--- config.mk ---
export PLATFORM = sky130hd
export DESIGN_NAME = lphs_ctrl
export DESIGN_NICKNAME = d
export VERILOG_FILES = /design/src/hw/rtl/lphs_pkg.sv /design/src/hw/rtl/lphs_ctrl.sv
export SDC_FILE = /design/constraint.sdc
export NUM_CORES = 1
export LEC_CHECK = 0
export ABC_AREA = 1
export BUFFER_PORTS_ARGS = -buffer_cell sky130_fd_sc_hd__buf_2
export CORE_AREA = 10 10 47 49
export CTS_BUF_LIST = sky130_fd_sc_hd__clkbuf_4
export DETAILED_ROUTE_END_ITERATION = 10
export DIE_AREA = 0 0 57 59
export PLACE_DENSITY_LB_ADDON = 0.25
export SLEW_MARGIN = 30
export SYNTH_ARGS = -nofsm -noshare
export SYNTH_HDL_FRONTEND = slang
export SYNTH_SLANG_ARGS = --single-unit
--- constraint.sdc ---
create_clock -name clk -period 2.3 [get_ports clk]
set_input_delay 0.46 -clock clk [delete_from_list [all_inputs] [get_ports clk]]
set_output_delay 0.46 -clock clk [all_outputs]
set_load 0.1 [all_outputs]
--- src/hw/rtl/lphs_pkg.sv ---
// lphs_pkg: shared constants, status codes and control/status structs
// for the linear probing hash set. no dependencies.

package lphs_pkg;

    // table geometry
    localparam int SLOTS      = 4096;
    localparam int CATEGORIES = 32;
    localparam int SLOT_W     = $clog2(SLOTS);
    localparam int CAT_W      = $clog2(CATEGORIES);
    localparam int ADDR_W     = CAT_W + SLOT_W;
    localparam int TOTAL      = CATEGORIES * SLOTS;

    // field widths
    localparam int CMD_W      = 1;
    localparam int CAT_FIELD_W = 5;
    localparam int KEY_W      = 63;
    localparam int STATUS_W   = 3;
    localparam int SLOT_FIELD_W = 12;
    localparam int COUNT_W    = 13;

    // murmur3 finaliser constants
    localparam logic [63:0] MIX_C1 = 64'hff51afd7ed558ccd;
    localparam logic [63:0] MIX_C2 = 64'hc4ceb9fe1a85ec53;
    localparam int          MIX_SHIFT = 33;

    // operation codes
    localparam logic [CMD_W-1:0] CMD_INSERT = 1'b0;
    localparam logic [CMD_W-1:0] CMD_LOOKUP = 1'b1;

    // result status codes
    typedef logic [STATUS_W-1:0] status_t;
    localparam status_t ST_INSERTED = 3'd0;
    localparam status_t ST_PRESENT  = 3'd1;
    localparam status_t ST_FULL     = 3'd2;
    localparam status_t ST_FOUND    = 3'd3;
    localparam status_t ST_MISSING  = 3'd4;
    localparam status_t ST_INVALID  = 3'd5;

    // hash sequencer phases
    localparam logic [2:0] PH_MIX_MID = 3'd3;
    localparam logic [2:0] PH_LAST    = 3'd7;

    // controller to datapath commands
    typedef struct packed {
        logic load;        // take the request payload
        logic clr_write;   // write zero at the clearing address
        logic hash_step;   // advance the hash sequencer
        logic probe_step;  // check one slot
        logic post;        // move the result into the output register
    } ctrl_cmd_t;

    // datapath to controller status
    typedef struct packed {
        logic clr_last;    // clearing pass at its last entry
        logic key_zero;    // requested identifier is zero
        logic hash_last;   // hash sequencer in its final phase
        logic resolved;    // probe finished this cycle
        logic rsp_free;    // output register can take a result
    } dp_stat_t;

endpackage

--- src/hw/rtl/lphs_ctrl.sv ---
// lphs_ctrl: controller state machine of the hash set: clearing pass,
// request intake, hash sequencing, probing and result hand-off.
// depends on lphs_pkg.

module lphs_ctrl (
    input  logic                 clk,
    input  logic                 rst_n,
    input  logic                 req_valid,
    output logic                 req_stall,
    input  lphs_pkg::dp_stat_t   stat,
    output lphs_pkg::ctrl_cmd_t  cmd
);
    import lphs_pkg::*;

    localparam logic [2:0] S_CLEAR = 3'd0;
    localparam logic [2:0] S_IDLE  = 3'd1;
    localparam logic [2:0] S_HASH  = 3'd2;
    localparam logic [2:0] S_PROBE = 3'd3;
    localparam logic [2:0] S_DONE  = 3'd4;

    logic [2:0] state_reg;
    logic [2:0] state_next;

    // next state and commands
    always_comb
    begin
        state_next = state_reg;
        cmd        = '0;
        unique case (state_reg)
            S_CLEAR:
            begin
                cmd.clr_write = 1'b1;
                if (stat.clr_last)
                begin
                    state_next = S_IDLE;
                end
            end
            S_IDLE:
            begin
                if (req_valid)
                begin
                    cmd.load   = 1'b1;
                    state_next = stat.key_zero ? S_DONE : S_HASH;
                end
            end
            S_HASH:
            begin
                cmd.hash_step = 1'b1;
                if (stat.hash_last)
                begin
                    state_next = S_PROBE;
                end
            end
            S_PROBE:
            begin
                cmd.probe_step = 1'b1;
                if (stat.resolved)
                begin
                    state_next = S_DONE;
                end
            end
            S_DONE:
            begin
                if (stat.rsp_free)
                begin
                    cmd.post   = 1'b1;
                    state_next = S_IDLE;
                end
            end
            default:
            begin
                state_next = S_CLEAR;
            end
        endcase
    end

    // state register
    always_ff @(posedge clk or negedge rst_n)
    begin
        if (!rst_n)
        begin
            state_reg <= S_CLEAR;
        end
        else
        begin
            state_reg <= state_next;
        end
    end

    assign req_stall = (state_reg != S_IDLE);

endmodule

---- Word level (Yosys, flattened, before mapping) ----
Index checks and enable logic that the tools add are counted.
cells by class
  reduce and logical (&&, ||, !) cells .... 2
  equal/unequal tests ..................... 10
  mux-type cells .......................... 14
operator list
  kind                  number
  $mux W3               6
  $pmux W3 S5           1
  $ne A2 B2 Y1 const B  5
  $mux W1               7
  $eq A3 B2 Y1 const B  2
  $reduce_and A5 Y1     1
  $eq A3 B1 Y1 const B  1
  $eq A3 B3 Y1 const B  1
  $logic_not A3 Y1      1
  $ne A3 B1 Y1 const B  1
storage, ports and cells
  word-level logic and storage cells ...... 27
  register bits ........................... 3
  output and inout bits ................... 6
  input bits .............................. 8

---- Depth between registers and ports, before layout ----
  word-level depth ........................ 3
  depth in mapped cells ................... 8
  gate-level depth less buffers ........... 8

---- Worst setup path before layout ----
Ideal clock, no wire load.
  kind .................................... reg-to-output
  start ................................... register state_reg[2]
  end ..................................... output cmd[4] (netlist bit)
  path slack .............................. -1.066 ns
  cell stages (with the launch flop) ...... 4
  arrival time ............................ 2.906 ns
  path buffers ............................ 0
  required time ........................... 1.840 ns
  cells stage by stage .................... dfrtp_1 inv_2 nand3_1 nor2_1
RTL lines
  what                    RTL line         text
  from (decl)             lphs_ctrl.sv:21  logic [2:0] state_reg;
  from (signal assigned)  lphs_ctrl.sv:86  state_reg <= state_next;
  to (decl)               lphs_ctrl.sv:11  output lphs_pkg::ctrl_cmd_t cmd

==> flow_summary.yaml <==
run_status:
  status: "finished, final reports clean"
logic_synthesis:
  synth_seq_cells: 3
  synth_area_sq_um: 268
  yosys.area.top_type: "dfrtp_1"
  ys_seq_area_share_pct: 28.0
  ys_warn_count: 0
  synthCells: 41
  avgSynthCellArea_sq_um: 6.53
  synth_area_leaders: "dfrtp_1 (28%), nand2_1 (13%), inv_1 (9.8%)"
  ys_types: 15
  netlist.area_leader.share_pct: 28.0
  syn_nets: 49
die:
  fp-row-count: 14
  fp.coreArea_sq_um: 1400
  die_h_um: 59
  die_x_um: 57
  start_util_pct: 19.1
  die-area_sq_um: 3360
  ios: 14
global_route:
  antenna_found_initial: 0
  grt_max_degree: 7
  grt_usage_pct: 4.62
  grt_pass1_wl_um: 1190
  grt_remaining_overflow: 0
  grt_pass1_vias: 299
timing:
  max_freq_mhz: 508
  period_share_pct: 85.7
  slew_headroom_pct: 67.4
  setup_tns_ps: 0
  finalHoldViolCount: 0
  fin_crit_ps: 1970
  setup_violations: 0
  grt_setup_unrepaired: "false"
  skew_ps: 1.15
  max_slew.worst_pin.slew_ps: 492
  slew_violations: 0
placed_design:
  io_buffers: 13
  hpwl_um: 636
  place.gp.congestion: 0.736
critical_path:
  crit_required_ps: 1840
  arrival_ps: 1510
  crit_start: "state_reg[0]$_DFFE_PN0P_"
  cp-start-kind: "flop"
  worstPathCellList: "nor2_1 > inv_1 > nor3_2 > buf_2"
  critPathKind: "reg2out"
  cpMaxStageDelayCell: "buf_2"
  endpoint_kind: "output pin"
  r2r-start: "state_reg[0]$_DFFE_PN0P_"
  reg2reg_depth: 6
  crit_fanout: 6
  cpPeakStageDelay_ps: 450
clock_tree:
  clk_path_buf_depth: 2
  worstSkewPairLatency_ps: 230
  cts_tree: "yes"
  cts_made_buffers: 3
  clkTransAtPathRegs_ps: 40
  ctsResizeCount: 0
  h-tree-depth: 1
  root_buffer: "clkbuf_4"
  post-cts-setup-buffers: 0
  holdBufCountCts: 0
  clock_sinks: 3
final_layout:
  drive_above_1_share_pct: 46.6
  nNetsFinal: 67
  final_common_cell: "buf_2"
  layout_common_cells: "buf_2 (13), nand2_1 (9), inv_1 (7), nand3_1 (5), clkbuf_4 (4)"
  num_antenna_cells: 0
  nFillCells: 164
  largest_reg_flops: 3
  syn_to_final_growth_pct: 45.8
routing:
  first_pass_iters: 2
  routed_wl_um: 724
  routed_via_density: 3.97
  dr_total_vias: 294
  wire_per_inst_um: 9.78
  drtIter0Drc: 1
  ant_nets: 0
  drc: 0
worst_hold_path:
  hp-class: "in2async"
run:
  cap_violations: 0
==> final timing paths <==
kind,endpoint,slack [ps]
worst max-delay path,cmd[0],330
worst min-delay path,state_reg[1]$_DFFE_PN0P_,10
worst max register to register,state_reg[0]$_DFFE_PN0P_,1130
worst min register to register,state_reg[0]$_DFFE_PN0P_,570
max in group asynchronous,state_reg[2]$_DFFE_PN0P_,2180
min in group clk,state_reg[0]$_DFFE_PN0P_,570
==> synth_stat cells <==
master    number
o21ai_0        1
nor2_1         4
nand4_1        1
nor3_1         2
dfrtp_1        3
nand3b_1       1
nand2_2        1
nand3_2        1
nor2_4         2
nor2_2         1
nand2_1        9
nand3_1        5
inv_2          2
nand2_4        1
inv_1          7
==> final cells by class <==
class	instances	area, sq um	area share [%]
Inverter	9	33.8	8.65
Tap cell	16	20.0	5.13
Multi-Input combinational cell	29	166	42.6
Sequential cell	3	75.1	19.2
Clock buffer	4	30.0	7.69
Timing Repair Buffer	13	65.1	16.7
==> metal layers <==
layer / vias to the layer above / GRT usage, % / wire [um] / share of wire (%)
li1: 162 / - / - / -
met1: 127 / 3.92 / 274 / 38
met2: 5 / 8.06 / 416 / 57
met3: 0 / 1.50 / 33 / 4.6
met4: 0 / 5.03 / 0 / 0
met5: - / 0 / 0 / 0
==> critical path, delay by kind of cell, from the launching register on <==
family | cells | cell delay [ps]
DFF | 1 | 420
and+or+nand+nor | 2 | 310
buffers and inverters | 2 | 560
==> stage by stage <==
stage	util [%]	cells	hold WS [ps]	area [sq um]	setup WS (ps)
after CTS	27.9	74	2.76	390	304
after global placement	25.7	70	260	360	613
after global routing	27.9	74	6.97	390	238
after detailed placement	25.7	70	258	360	571
after floorplan	-	41	164	275	-630
final	27.9	74	14.8	390	330
==> cells by family (layout without fill, tap and decap cells) <==
group,Yosys count,count (layout),share of synthesized area (%)
flip-flops,3,3,28.0
AO/OA/AOI/OAI,1,1,1.87
AND/OR/NAND/NOR,28,28,57.5
buffers and inverters,9,26,12.6
Power is not shown: default switching activity piles up to over one toggle a cycle in this logic, so the estimate is an artifact.
